File: src/ctb_pkg.sv
// ============================================================================
// ctb_pkg
// Shared types and constants for the cursor text buffer: command and status
// codes, the cell operation code and the control bundle sent to each stack.
// ============================================================================
package ctb_pkg;

    // Default text capacity in characters
    localparam int CAPACITY_DEF = 256;

    // Fixed field widths of the stream payloads
    localparam int CHAR_W    = 8;
    localparam int CMD_W     = 3;
    localparam int POS_W     = 9;
    localparam int COUNT_W   = 9;
    localparam int STATUS_W  = 2;
    localparam int S_TDATA_W = 32;
    localparam int M_TDATA_W = 40;

    // Editing commands
    typedef enum logic [CMD_W-1:0] {
        CMD_INSERT    = 3'd0,
        CMD_DELETE    = 3'd1,
        CMD_BACKSPACE = 3'd2,
        CMD_MOVE      = 3'd3,
        CMD_REPLACE   = 3'd4
    } cmd_t;

    // Result status codes
    typedef enum logic [STATUS_W-1:0] {
        STS_OK    = 2'd0,
        STS_EMPTY = 2'd1,
        STS_RANGE = 2'd2,
        STS_FULL  = 2'd3
    } status_t;

    // Per-cycle operation applied to every cell of a stack
    typedef enum logic [1:0] {
        OP_HOLD    = 2'd0,
        OP_PUSH    = 2'd1,
        OP_POP     = 2'd2,
        OP_REPLACE = 2'd3
    } cell_op_t;

    // Control bundle from the sequencer to one stack
    typedef struct packed {
        cell_op_t            op;
        logic [CHAR_W-1:0]   push_char;
        logic [CHAR_W-1:0]   find_char;
        logic [CHAR_W-1:0]   repl_char;
    } stack_ctrl_t;

    // Sequencer states
    typedef enum logic [1:0] {
        ST_IDLE   = 2'd0,
        ST_MOVE   = 2'd1,
        ST_FINISH = 2'd2
    } state_t;

endpackage

File: src/ctb_cell.sv
// ============================================================================
// ctb_cell
// One character slot of a stack. Takes its upper neighbor on a push, its
// lower neighbor on a pop, or rewrites itself on a find-and-replace match.
// ============================================================================
module ctb_cell
(
    input  logic                          clk,
    input  ctb_pkg::stack_ctrl_t          ctrl,
    input  logic [ctb_pkg::CHAR_W-1:0]    prev_char,
    input  logic [ctb_pkg::CHAR_W-1:0]    next_char,
    output logic [ctb_pkg::CHAR_W-1:0]    value
);

    logic [ctb_pkg::CHAR_W-1:0] char_reg;
    logic [ctb_pkg::CHAR_W-1:0] char_next;

    // Select the new cell contents
    always_comb
    begin
        char_next = char_reg;
        case (ctrl.op)
            ctb_pkg::OP_HOLD:    char_next = char_reg;
            ctb_pkg::OP_PUSH:    char_next = prev_char;
            ctb_pkg::OP_POP:     char_next = next_char;
            ctb_pkg::OP_REPLACE:
            begin
                if (char_reg == ctrl.find_char)
                    char_next = ctrl.repl_char;
            end
            default:             char_next = char_reg;
        endcase
    end

    // Character storage, payload only
    always_ff @(posedge clk)
    begin
        char_reg <= char_next;
    end

    assign value = char_reg;

endmodule

File: src/ctb_stack.sv
// ============================================================================
// ctb_stack
// A row of cells forming one side of the cursor. Cell 0 is the top of the
// stack, i.e. the character adjacent to the cursor.
// ============================================================================
module ctb_stack
#(
    parameter int DEPTH = ctb_pkg::CAPACITY_DEF
)
(
    input  logic                          clk,
    input  ctb_pkg::stack_ctrl_t          ctrl,
    output logic [ctb_pkg::CHAR_W-1:0]    top_char
);

    logic [ctb_pkg::CHAR_W-1:0] cell_q [DEPTH];

    // Chain of cells wired to their neighbors; the top takes push_char, the bottom zero
    for (genvar i = 0; i < DEPTH; i++)
    begin : g_cell
        logic [ctb_pkg::CHAR_W-1:0] prev_c;
        logic [ctb_pkg::CHAR_W-1:0] next_c;

        if (i == 0)
        begin : g_top
            assign prev_c = ctrl.push_char;
        end
        else
        begin : g_mid_prev
            assign prev_c = cell_q[i-1];
        end

        if (i == DEPTH-1)
        begin : g_bottom
            assign next_c = '0;
        end
        else
        begin : g_mid_next
            assign next_c = cell_q[i+1];
        end

        ctb_cell u_cell
        (
            .clk       (clk),
            .ctrl      (ctrl),
            .prev_char (prev_c),
            .next_char (next_c),
            .value     (cell_q[i])
        );
    end

    assign top_char = cell_q[0];

endmodule

File: config.mk
export PLATFORM = sky130hd
export DESIGN_NAME = ctb_stack
export DESIGN_NICKNAME = d
export VERILOG_FILES = /design/src/ctb_pkg.sv /design/src/ctb_cell.sv /design/src/ctb_stack.sv
export SDC_FILE = /design/constraint.sdc
export NUM_CORES = 2
export LEC_CHECK = 0
export ABC_AREA = 1
export BUFFER_PORTS_ARGS = -buffer_cell sky130_fd_sc_hd__buf_4
export CAP_MARGIN = 20
export CORE_MARGIN = 2
export CORE_UTILIZATION = 59
export DETAILED_ROUTE_END_ITERATION = 12
export HOLD_SLACK_MARGIN = 0.06
export PLACE_DENSITY_LB_ADDON = 0.12
export SLEW_MARGIN = 15
export SYNTH_ARGS = -nofsm -noshare
export SYNTH_HDL_FRONTEND = slang
export SYNTH_SLANG_ARGS = --single-unit
File: constraint.sdc
create_clock -name clk -period 1.5 [get_ports clk]
set_input_delay 0.075 -clock clk [delete_from_list [all_inputs] [get_ports clk]]
set_output_delay 0.075 -clock clk [all_outputs]
set_load 0.05 [all_outputs]
==> results.ini <==
[pwr]
intPower_mw = 121
switching_portion_of_total_power_pct = 29.7
power.clock.fraction_pct = 31.1
seq_power_share_pct = 44.1
switchingPower_mw = 51.1
leakagePower_nw = 69.5
total_power_mw = 172
max-vdd-ir-drop_mv = 1.49
combinationalPowerShare_pct = 24.8
cellPowerDensity_nw_per_um2 = 1100

[clocking]
clk-insertion-delay-late_ns = 0.89
cts.path.max_buffers = 3
tritoncts_clock_tree = done
num_cts_buffers = 223
cts_sinks = 2048
cts_root_buffer = clkbuf_16
cts-htree-levels = 4
cts.reportedPaths.clkPinSlew_ns = 0.06

[global_route]
global_route_wire_length_before_repair_mm = 596
grt_busiest_layer = met2
number_of_global_route_vias_before_repair = 109689
gr-usage-all-layers_pct = 35.2
gr-usage-met1_pct = 46.1
met2_usage_pct = 58.8
antenna_found_initial = 5
grtUsageMet3_pct = 5.25
grt.overflow.total = 0
grt_start_max_net_pins = 105

[critical_path]
cp.arrival_ns = 1.61
critical-path-top-delay-family = flip-flops
timing.critical_path.required_ns = 1.42
endpoint_kind = primary output
setup.worst_path.start_class = flop
delay_of_the_slowest_cell_on_the_worst_path_ns = 0.42
timing.critical_path.cells = buf_6 -> buf_12
cpMaxStageDelayCell = edfxtp_1
cp_num_buf_inv = 2
crit_fanout = 2
worst-r2r-cell-count = 9
r2r-end = g_cell[0].u_cell.value[3]
timing.rr.start = g_cell[0].u_cell.value[7]
reg2reg_setup_slack_ns = -0.16
timing_worst_setup_path_type = reg -> out

[floorplan]
die-width_um = 460
number_of_top_level_design_ports = 35
floorplan.die_area_um2 = 212000
core-area_um2 = 207000
floorplan.rows = 167
chipHeight_um = 460
initial_core_util_pct = 59.4

[detailed_routing]
vias_per_cell = 6.04
drt_drc_violations_left = 0
drt_pass1_iterations = 7
detail_route.wl_per_cell_um = 21.0
detail_route.wirelength_mm = 397
first_iter_violations = 13422
detail-route-antenna-nets = 0
routed-via-count = 114081

[placement]
gp_congestion = 0.913
pre_cts_ws_ns = -0.426
dp_hpwl_mm = 272
dpl-instance-area_um2 = 141000
place.port_buffers = 34

[yosys]
ys_dominant_reg_cell = edfxtp_1
synth_cells = 13933
post_synth.cell_area_avg_um2 = 8.82
yosys_reg_bits = 2048
synth.lib_cells_used.distinct = 21
synth-edff-count = 2048
synth.yosys.warnings = 0
syn-cell-area_um2 = 123000
asyncSetResetFlopFracSynth_pct = 0
synth.net_count = 13960
share_of_the_yosys_chip_area_belonging_to_registers_pct = 50.0

[sta]
fmax_mhz = 594
maxSlewHeadroom_pct = 52.5
clock-skew-final_ns = 0.0301
timing_hold_violations_final = 0
drv_slew = 0
rsz0062_at_grt = yes
setup_viol = 399
final.period_utilization_pct = 112
timing.final.ws_setup_ns = -0.184
period_needed_ns = 1.68
worst-slew-pin-transition_ns = 0.713

[cells_and_area]
finish.instance_area_um2 = 156000
layout.core_utilization_pct = 75.5
area_growth_pct = 27.1
post_route_cells_drive_above_1_share_pct = 27.8
largest_reg_flops = 2048
fill_cells = 13937
final_nets = 15921

[hold_path]
hold_path_depth = 5
hold_path_startpoint = ctrl[25]
hold_path_end = g_cell[5].u_cell.value[2]
hold_path_class = in -> reg

[flow_run]
max_capacitance_violation_count = 0

[status]
failing_checks = setup timing
status = finished, violations left

-- per-layer routing --
metal	routed length [um]	vias to the layer above	part of all wire [%]
met4	16900	0	4.3
met5	0	-	0
met3	38900	1226	9.8
met2	191000	6625	48
li1	-	51631	-
met1	150000	54599	38
-- worst register-to-register path: cells and delay by family, from the launching register on --
kind                   cells  cell delay (ns)
buffers and inverters      3             0.38
DFF                        1             0.43
and+or+nand+nor            5             0.42
AOI/OAI and AO/OA          1             0.16
-- per-stage QoR --
| stage | setup TNS, ns | hold slack, ns | std cells |
|---|---|---|---|
| global route | -111.72 | 0.104 | 18871 |
| detailed placement | -745.34 | 0.452 | 17757 |
| CTS | -4.94 | 0.0615 | 18238 |
| global placement | -691.57 | 0.464 | 17757 |
| floorplan | -14.16 | 0.352 | 13933 |
| finish | -15.54 | 0.115 | 18873 |
-- synthesized netlist by cell type (3+ instances only) --
cell type / count / area [um^2]
inv_1: 2054 / 7710
nor2_1: 512 / 1920
nand2_1: 5130 / 19300
xnor2_1: 768 / 6730
clkbuf_1: 123 / 462
buf_1: 26 / 97.6
edfxtp_1: 2048 / 61500
a21oi_1: 256 / 1280
clkinv_2: 4 / 20.0
o211ai_1: 3 / 22.5
buf_4: 67 / 503
buf_6: 170 / 1910
o21ai_0: 7 / 35.0
o221ai_1: 2037 / 17800
buf_2: 720 / 3600
nand3_1: 3 / 15.0
-- cell type report --
cell class	instances	area [um^2]	area share, %
antenna	3	7.51	0.00480
tap	2788	3490	2.23
clock inverter	139	982	0.628
multi-input combinational	8718	49700	31.8
timing repair buffer	2842	26900	17.2
clock buffer	274	5900	3.77
inverter	2061	7830	5.01
sequential	2048	61500	39.3
-- power by group through the flow --
| stage | clock network, mW | logic (mW) | registers (mW) |
|---|---|---|---|
| finish | 53.6 | 42.7 | 76.0 |
| global route | 55.9 | 46.0 | 76.7 |
| floorplan | 0 | 22.0 | 75.7 |
| CTS | 53.8 | 37.7 | 75.5 |
| global placement | 0 | 35.7 | 76.1 |
| detailed placement | 0 | 36.9 | 76.6 |
-- layout by cell type, fill, tap and decap left out, types with 2 or more instances in the layout --
cell and instances:
nand2_1 4854, buf_4 2187, edfxtp_1 2048, o221ai_1 2037
inv_1 1457, xnor2_1 721, inv_2 597, nor2_1 344
buf_12 325, buf_6 280, nand2_2 267, a21oi_2 243
clkbuf_16 235, nor2_2 154, clkinv_1 66, clkinv_2 53
xnor2_2 47, clkbuf_1 45, dlygate4sd3_1 25, nor2_4 15
bufinv_16 13, a21oi_4 12, nand2_4 9, buf_8 9
buf_16 8, o21ai_0 7, clkinv_8 5, diode_2 3
nand3_1 3, o211ai_1 3, inv_6 3, clkinv_16 2
clkinvlp_4 2, dlymetal6s4s_1 2
-- kinds of logic (layout without fill, tap and decap cells) --
kind of cell,after synthesis,count (layout),synth area share (%)
buf+inv,3167,5316,11.7
simple gates,5646,5646,17.2
flops,2048,2048,50.0
xor+xnor,768,768,5.47
other cells,0,3,0
compound gates,2304,2304,15.6
-- worst max-delay path by stage --
stage | start | endpoint | slack [ns] | cells after the start
after global routing | g_cell[0].u_cell.value[0] | top_char[0] | -0.22 | 2
after CTS | g_cell[0].u_cell.value[1] | top_char[1] | -0.21 | 2
final | g_cell[0].u_cell.value[3] | top_char[3] | -0.18 | 2
after floorplan | ctrl[11] | g_cell[174].u_cell.value[0] | -0.15 | 8
after global placement | ctrl[24] | g_cell[215].u_cell.value[0] | -0.44 | 6
after detailed placement | ctrl[24] | g_cell[215].u_cell.value[0] | -0.43 | 6
-- what timing repair did --
action	in CTS	in global routing
gates cloned	0	6
resized for setup	165	1266
buffers inserted	41	627
hold buffers	28	0
setup endpoints to repair	457	2049
hold endpoints to repair	2061	0
pin swaps	73	955
(Power assumes the default switching activity.)
