## config.mk

```make
export PLATFORM = sky130hd
export DESIGN_NAME = ctb_ctrl
export DESIGN_NICKNAME = d
export VERILOG_FILES = /design/src/ctb_pkg.sv /design/src/ctb_ctrl.sv
export SDC_FILE = /design/constraint.sdc
export NUM_CORES = 1
export LEC_CHECK = 0
export BUFFER_PORTS_ARGS = -buffer_cell sky130_fd_sc_hd__buf_4
export CAP_MARGIN = 40
export CORE_MARGIN = 2
export CORE_UTILIZATION = 52
export CTS_CLUSTER_SIZE = 16
export DETAILED_ROUTE_END_ITERATION = 10
export HOLD_SLACK_MARGIN = 0.05
export PLACE_DENSITY_LB_ADDON = 0.2
export SKIP_CTS_REPAIR_TIMING = 1
export SYNTH_ARGS = -nofsm -noshare
export SYNTH_HDL_FRONTEND = slang
export SYNTH_SLANG_ARGS = --single-unit
```

## constraint.sdc

```tcl
create_clock -name clk -period 3.9 [get_ports clk]
set_input_delay 0.585 -clock clk [delete_from_list [all_inputs] [get_ports clk]]
set_output_delay 0.585 -clock clk [all_outputs]
set_load 0.05 [all_outputs]
```

## src/ctb_pkg.sv

```systemverilog
// ============================================================================
// ctb_pkg
// Shared types and constants for the cursor text buffer: command and status
// codes, the cell operation code and the control bundle sent to each stack.
// ============================================================================
package ctb_pkg;

    // Default text capacity in characters
    localparam int CAPACITY_DEF = 256;

    // Fixed field widths of the stream payloads
    localparam int CHAR_W    = 8;
    localparam int CMD_W     = 3;
    localparam int POS_W     = 9;
    localparam int COUNT_W   = 9;
    localparam int STATUS_W  = 2;
    localparam int S_TDATA_W = 32;
    localparam int M_TDATA_W = 40;

    // Editing commands
    typedef enum logic [CMD_W-1:0] {
        CMD_INSERT    = 3'd0,
        CMD_DELETE    = 3'd1,
        CMD_BACKSPACE = 3'd2,
        CMD_MOVE      = 3'd3,
        CMD_REPLACE   = 3'd4
    } cmd_t;

    // Result status codes
    typedef enum logic [STATUS_W-1:0] {
        STS_OK    = 2'd0,
        STS_EMPTY = 2'd1,
        STS_RANGE = 2'd2,
        STS_FULL  = 2'd3
    } status_t;

    // Per-cycle operation applied to every cell of a stack
    typedef enum logic [1:0] {
        OP_HOLD    = 2'd0,
        OP_PUSH    = 2'd1,
        OP_POP     = 2'd2,
        OP_REPLACE = 2'd3
    } cell_op_t;

    // Control bundle from the sequencer to one stack
    typedef struct packed {
        cell_op_t            op;
        logic [CHAR_W-1:0]   push_char;
        logic [CHAR_W-1:0]   find_char;
        logic [CHAR_W-1:0]   repl_char;
    } stack_ctrl_t;

    // Sequencer states
    typedef enum logic [1:0] {
        ST_IDLE   = 2'd0,
        ST_MOVE   = 2'd1,
        ST_FINISH = 2'd2
    } state_t;

endpackage

```

## src/ctb_ctrl.sv

```systemverilog
// ============================================================================
// ctb_ctrl
// Command sequencer: keeps the side lengths, drives both stacks, walks the
// cursor one character per cycle on a move and holds the result register.
// ============================================================================
module ctb_ctrl
#(
    parameter int CAPACITY = ctb_pkg::CAPACITY_DEF
)
(
    input  logic                            clk,
    input  logic                            rst_n,
    // command side
    input  logic                            in_valid,
    output logic                            in_ready,
    input  logic [ctb_pkg::CMD_W-1:0]       in_cmd,
    input  logic [ctb_pkg::CHAR_W-1:0]      in_char,
    input  logic [ctb_pkg::CHAR_W-1:0]      in_find,
    input  logic [ctb_pkg::POS_W-1:0]       in_target,
    // stack tops and stack control
    input  logic [ctb_pkg::CHAR_W-1:0]      left_top,
    input  logic [ctb_pkg::CHAR_W-1:0]      right_top,
    output ctb_pkg::stack_ctrl_t            left_ctrl,
    output ctb_pkg::stack_ctrl_t            right_ctrl,
    // result side
    output logic                            out_valid,
    input  logic                            out_ready,
    output logic [ctb_pkg::STATUS_W-1:0]    out_status,
    output logic [ctb_pkg::COUNT_W-1:0]     out_before_count,
    output logic [ctb_pkg::COUNT_W-1:0]     out_after_count,
    output logic [ctb_pkg::CHAR_W-1:0]      out_before_char,
    output logic [ctb_pkg::CHAR_W-1:0]      out_after_char
);

    localparam int CW  = $clog2(CAPACITY + 1);
    localparam int XW  = ((CW > ctb_pkg::POS_W) ? CW : ctb_pkg::POS_W) + 1;
    localparam int OCW = ctb_pkg::COUNT_W;

    ctb_pkg::state_t                state_reg, state_next;
    logic [CW-1:0]                  left_cnt_reg, left_cnt_next;
    logic [CW-1:0]                  right_cnt_reg, right_cnt_next;
    logic [CW-1:0]                  target_reg, target_next;
    logic [ctb_pkg::STATUS_W-1:0]   status_reg, status_next;
    logic                           out_valid_reg, out_valid_next;
    logic [ctb_pkg::STATUS_W-1:0]   res_status_reg, res_status_next;
    logic [OCW-1:0]                 res_before_cnt_reg, res_before_cnt_next;
    logic [OCW-1:0]                 res_after_cnt_reg, res_after_cnt_next;
    logic [ctb_pkg::CHAR_W-1:0]     res_before_char_reg, res_before_char_next;
    logic [ctb_pkg::CHAR_W-1:0]     res_after_char_reg, res_after_char_next;

    logic [CW:0]                    total_len;
    logic                           buf_full;
    logic                           too_far;
    logic                           out_free;
    logic                           accept;

    // Shared decode
    assign total_len = {1'b0, left_cnt_reg} + {1'b0, right_cnt_reg};
    assign buf_full  = (total_len == (CW+1)'(CAPACITY));
    assign too_far   = (XW'(in_target) > XW'(total_len));
    assign out_free  = !out_valid_reg || out_ready;
    assign accept    = in_valid && (state_reg == ctb_pkg::ST_IDLE);

    // Next state
    always_comb
    begin
        state_next = state_reg;
        case (state_reg)
            ctb_pkg::ST_IDLE:
            begin
                if (in_valid)
                begin
                    if ((ctb_pkg::cmd_t'(in_cmd) == ctb_pkg::CMD_MOVE) && !too_far)
                        state_next = ctb_pkg::ST_MOVE;
                    else
                        state_next = ctb_pkg::ST_FINISH;
                end
            end
            ctb_pkg::ST_MOVE:
            begin
                if (left_cnt_reg == target_reg)
                    state_next = ctb_pkg::ST_FINISH;
            end
            ctb_pkg::ST_FINISH:
            begin
                if (out_free)
                    state_next = ctb_pkg::ST_IDLE;
            end
            default: state_next = ctb_pkg::ST_IDLE;
        endcase
    end

    // Outputs and datapath updates
    always_comb
    begin
        in_ready             = (state_reg == ctb_pkg::ST_IDLE);
        left_cnt_next        = left_cnt_reg;
        right_cnt_next       = right_cnt_reg;
        target_next          = target_reg;
        status_next          = status_reg;
        out_valid_next       = out_valid_reg && !out_ready;
        res_status_next      = res_status_reg;
        res_before_cnt_next  = res_before_cnt_reg;
        res_after_cnt_next   = res_after_cnt_reg;
        res_before_char_next = res_before_char_reg;
        res_after_char_next  = res_after_char_reg;

        left_ctrl.op         = ctb_pkg::OP_HOLD;
        left_ctrl.push_char  = (state_reg == ctb_pkg::ST_MOVE) ? right_top : in_char;
        left_ctrl.find_char  = in_find;
        left_ctrl.repl_char  = in_char;
        right_ctrl.op        = ctb_pkg::OP_HOLD;
        right_ctrl.push_char = left_top;
        right_ctrl.find_char = in_find;
        right_ctrl.repl_char = in_char;

        case (state_reg)
            ctb_pkg::ST_IDLE:
            begin
                if (accept)
                begin
                    status_next = ctb_pkg::STS_OK;
                    case (ctb_pkg::cmd_t'(in_cmd))
                        ctb_pkg::CMD_INSERT:
                        begin
                            if (buf_full)
                                status_next = ctb_pkg::STS_FULL;
                            else
                            begin
                                left_ctrl.op  = ctb_pkg::OP_PUSH;
                                left_cnt_next = left_cnt_reg + CW'(1);
                            end
                        end
                        ctb_pkg::CMD_DELETE:
                        begin
                            if (right_cnt_reg == '0)
                                status_next = ctb_pkg::STS_EMPTY;
                            else
                            begin
                                right_ctrl.op  = ctb_pkg::OP_POP;
                                right_cnt_next = right_cnt_reg - CW'(1);
                            end
                        end
                        ctb_pkg::CMD_BACKSPACE:
                        begin
                            if (left_cnt_reg == '0)
                                status_next = ctb_pkg::STS_EMPTY;
                            else
                            begin
                                left_ctrl.op  = ctb_pkg::OP_POP;
                                left_cnt_next = left_cnt_reg - CW'(1);
                            end
                        end
                        ctb_pkg::CMD_MOVE:
                        begin
                            if (too_far)
                                status_next = ctb_pkg::STS_RANGE;
                            else
                                target_next = CW'(in_target);
                        end
                        ctb_pkg::CMD_REPLACE:
                        begin
                            left_ctrl.op  = ctb_pkg::OP_REPLACE;
                            right_ctrl.op = ctb_pkg::OP_REPLACE;
                        end
                        default: status_next = ctb_pkg::STS_OK;
                    endcase
                end
            end
            ctb_pkg::ST_MOVE:
            begin
                // one character crosses the cursor per cycle
                if (left_cnt_reg > target_reg)
                begin
                    left_ctrl.op   = ctb_pkg::OP_POP;
                    right_ctrl.op  = ctb_pkg::OP_PUSH;
                    left_cnt_next  = left_cnt_reg - CW'(1);
                    right_cnt_next = right_cnt_reg + CW'(1);
                end
                else if (left_cnt_reg < target_reg)
                begin
                    right_ctrl.op  = ctb_pkg::OP_POP;
                    left_ctrl.op   = ctb_pkg::OP_PUSH;
                    right_cnt_next = right_cnt_reg - CW'(1);
                    left_cnt_next  = left_cnt_reg + CW'(1);
                end
            end
            ctb_pkg::ST_FINISH:
            begin
                if (out_free)
                begin
                    out_valid_next       = 1'b1;
                    res_status_next      = status_reg;
                    res_before_cnt_next  = OCW'(left_cnt_reg);
                    res_after_cnt_next   = OCW'(right_cnt_reg);
                    res_before_char_next = (left_cnt_reg != '0) ? left_top : '0;
                    res_after_char_next  = (right_cnt_reg != '0) ? right_top : '0;
                end
            end
            default: in_ready = 1'b0;
        endcase
    end

    // Control registers
    always_ff @(posedge clk or negedge rst_n)
    begin
        if (!rst_n)
        begin
            state_reg     <= ctb_pkg::ST_IDLE;
            left_cnt_reg  <= '0;
            right_cnt_reg <= '0;
            out_valid_reg <= 1'b0;
        end
        else
        begin
            state_reg     <= state_next;
            left_cnt_reg  <= left_cnt_next;
            right_cnt_reg <= right_cnt_next;
            out_valid_reg <= out_valid_next;
        end
    end

    // Payload registers
    always_ff @(posedge clk)
    begin
        target_reg          <= target_next;
        status_reg          <= status_next;
        res_status_reg      <= res_status_next;
        res_before_cnt_reg  <= res_before_cnt_next;
        res_after_cnt_reg   <= res_after_cnt_next;
        res_before_char_reg <= res_before_char_next;
        res_after_char_reg  <= res_after_char_next;
    end

    assign out_valid        = out_valid_reg;
    assign out_status       = res_status_reg;
    assign out_before_count = res_before_cnt_reg;
    assign out_after_count  = res_after_cnt_reg;
    assign out_before_char  = res_before_char_reg;
    assign out_after_char   = res_after_char_reg;

endmodule
```

==> results.toml <==
[logic_synthesis]
yosys.cell_count.top_type = "edfxtp_1"
synthArstFlopShare_pct = 30.9
synth_warnings = 0
synth-seq-area-share_pct = 44.0
yosys.area.top_type_share_pct = 32.1
ys_top_cells_by_area = "edfxtp_1, dfrtp_1, ha_1"
netlist_instances = 419
synth_common_cells = "edfxtp_1, buf_4, ha_1, nor2_1, inv_1"
yosysTopAreaCell = "edfxtp_1"
synthFlopType = "edfxtp_1"
synth_area_um2 = 4400
ys_types = 62
yosys_register_bits = 68
synth_edf_count = 47
synth.avg_cell_area_um2 = 10.5
syn-num-nets = 499

[floorplanning]
dieArea_um2 = 9220
die_w_um = 96.0
io_pins = 138
rows = 33
die_y_um = 96.0
initial_core_util_pct = 53.6
core_um2 = 8220

[job]
cap_violations = 0

[timing]
fin_ws_ns = 0.131
finalHoldViolations = 0
slew_headroom_pct = 39.3
setup_violations = 0
period_minus_slack_ns = 3.77
max_slew.worst_pin.slew_ns = 0.911
slew_viol_final = 0
clock.fmax_ghz = 0.265
min_period_over_period_pct = 96.6
finClkSkew_ns = 0.0115

[detailed_routing]
drtAntennaViolNets = 0
drc = 0
dr.pass1.iters = 5
wl_per_cell_um = 17.4
viasPerCell = 5.73
drt_wl_total_mm = 10.8
drtIter0Drc = 205
vias = 3554

[cells_and_area]
fillers = 643
syn_to_final_growth_pct = 23.0
nets = 590
antennaDiodeCount = 0
utilization_pct = 65.9
drive_gt1_share_pct = 35.7

[critical_path]
reg2reg_from = "left_cnt_reg[0]"
cp.arrival_ns = 3.18
critical-path-max-stage-delay_ns = 0.40
worst_setup_path_end_kind = "output pin"
critical-path-top-delay-family = "simple AND/OR/NAND/NOR gates"
cp_slowest_cell = "fa_1"
worstPathMaxFanout = 3
crit_type = "reg2out"
crit_buf_inv = 2
crit_path_cell_trace = "ha_2 -> inv_1 -> fa_1 -> nand2b_1 -> a221oi_2 -> a221oi_2 -> a211oi_2 -> nand3_1 -> or3b_4 -> nor2_2 -> o41ai_2 -> buf_4"
crit_top_cell = "a221oi_2"
crit_start = "left_cnt_reg[0]"
start_kind = "register"
cp_data_required_time_ns = 3.31

[clock_tree]
clk_latency_ns = 0.35
cts.path.max_buffers = 2
root_buffer = "clkbuf_8"
cts.sinks = 68
htree_levels = 3
cts_inserted_buffers = 9
cts_tree = "done"
clkSlewWorstSetupHoldPaths_ns = 0.08

[hold_path]
hold_class = "in2async"

[place]
dpl.hpwl_mm = 8.39
portBuffers = 113
dp_slack_ns = 0.00502
finalWeightedCongestion = 0.914

[global_routing]
grt_max_degree = 22
antenna_found_initial = 0
overflow = 0
grt_util_all_layers_pct = 23.3
grt_pass1_wl_mm = 16.0
grt_pass1_vias = 3304

[pwr]
total_power_uw = 5270
ir_worst_vdd_uv = 561
leakagePower_uw = 0.00233
powerDensity_nw_per_um2 = 974

[outcome]
status = "completed"
==> power by group <==
group / switching [uW] / internal (uW) / total (uW) / leakage (uW)
Combinational: 2120 / 1300 / 3420 / 0.00155
Sequential: 176 / 1100 / 1270 / 0.000684
Clock: 282 / 296 / 578 / 0.0000966
Total: 2580 / 2690 / 5270 / 0.00233
==> layout make-up <==
type	count	area, um^2	share of cell area [%]
Multi-Input combinational cell	277	2060	38.0
Sequential cell	68	1940	35.8
Timing Repair Buffer	132	1010	18.7
Tap cell	105	131	2.42
Inverter	22	82.6	1.52
Clock inverter	6	65.1	1.20
Clock buffer	10	128	2.36
==> logic make-up after synthesis <==
logic type / count (synthesis) / share of synthesized area (%)
fa+ha+maj: 32 / 9.26
mux: 12 / 2.96
compound gates: 71 / 11.0
simple gates: 140 / 17.6
xor+xnor: 22 / 4.80
buf+inv: 74 / 10.3
flops: 68 / 44.0
==> worst paths after layout <==
kind                                     to  slack [ns]  depth (start not counted)
min reg2reg                   out_status[0]        0.45                          0
max in group asynchronous  right_cnt_reg[1]        3.51                          1
max                           left_ctrl[24]        0.13                         12
min                         left_cnt_reg[8]        0.12                          1
min in group clk              target_reg[0]        0.42                          1
max reg2reg                   target_reg[8]        0.30                         16
==> cell usage in the layout, fill, tap and decap left out, types with 3 or more instances in the layout <==
cell	count
xnor2_1	6
nand3_1	18
nor2_1	24
mux2_2	8
nand3b_1	5
a31oi_1	6
xor2_1	15
o31ai_1	5
edfxtp_1	47
nand2b_1	6
nor4_1	4
nand4_1	5
ha_1	30
a21oi_1	21
inv_1	22
o21ai_0	8
nor3_1	14
nand2_1	18
mux2i_1	4
nor2b_1	19
clkbuf_8	9
o21a_1	3
dfrtp_1	19
a21o_1	4
buf_4	131
==> routing by layer <==
metal	part of all wire, %	GRT usage [%]	wire, um	vias up
li1	-	-	-	1664
met1	40	29.2	4340	1719
met2	50	39.2	5430	144
met3	6.5	3.84	700	27
met4	2.9	10.8	316	0
met5	0	0	0	-
==> stage by stage <==
stage / hold WS [ns] / instances / TNS (ns) / area, um^2
global placement: 0.410 / 600 / 0 / 5140
floorplan: 0.289 / 419 / 0 / 4410
global route: 0.132 / 620 / -0.00810 / 5420
CTS: 0.124 / 617 / -0.0710 / 5370
finish: 0.125 / 620 / 0 / 5420
detailed placement: 0.426 / 601 / 0 / 5170
Power figures use the tool's default switching activity.
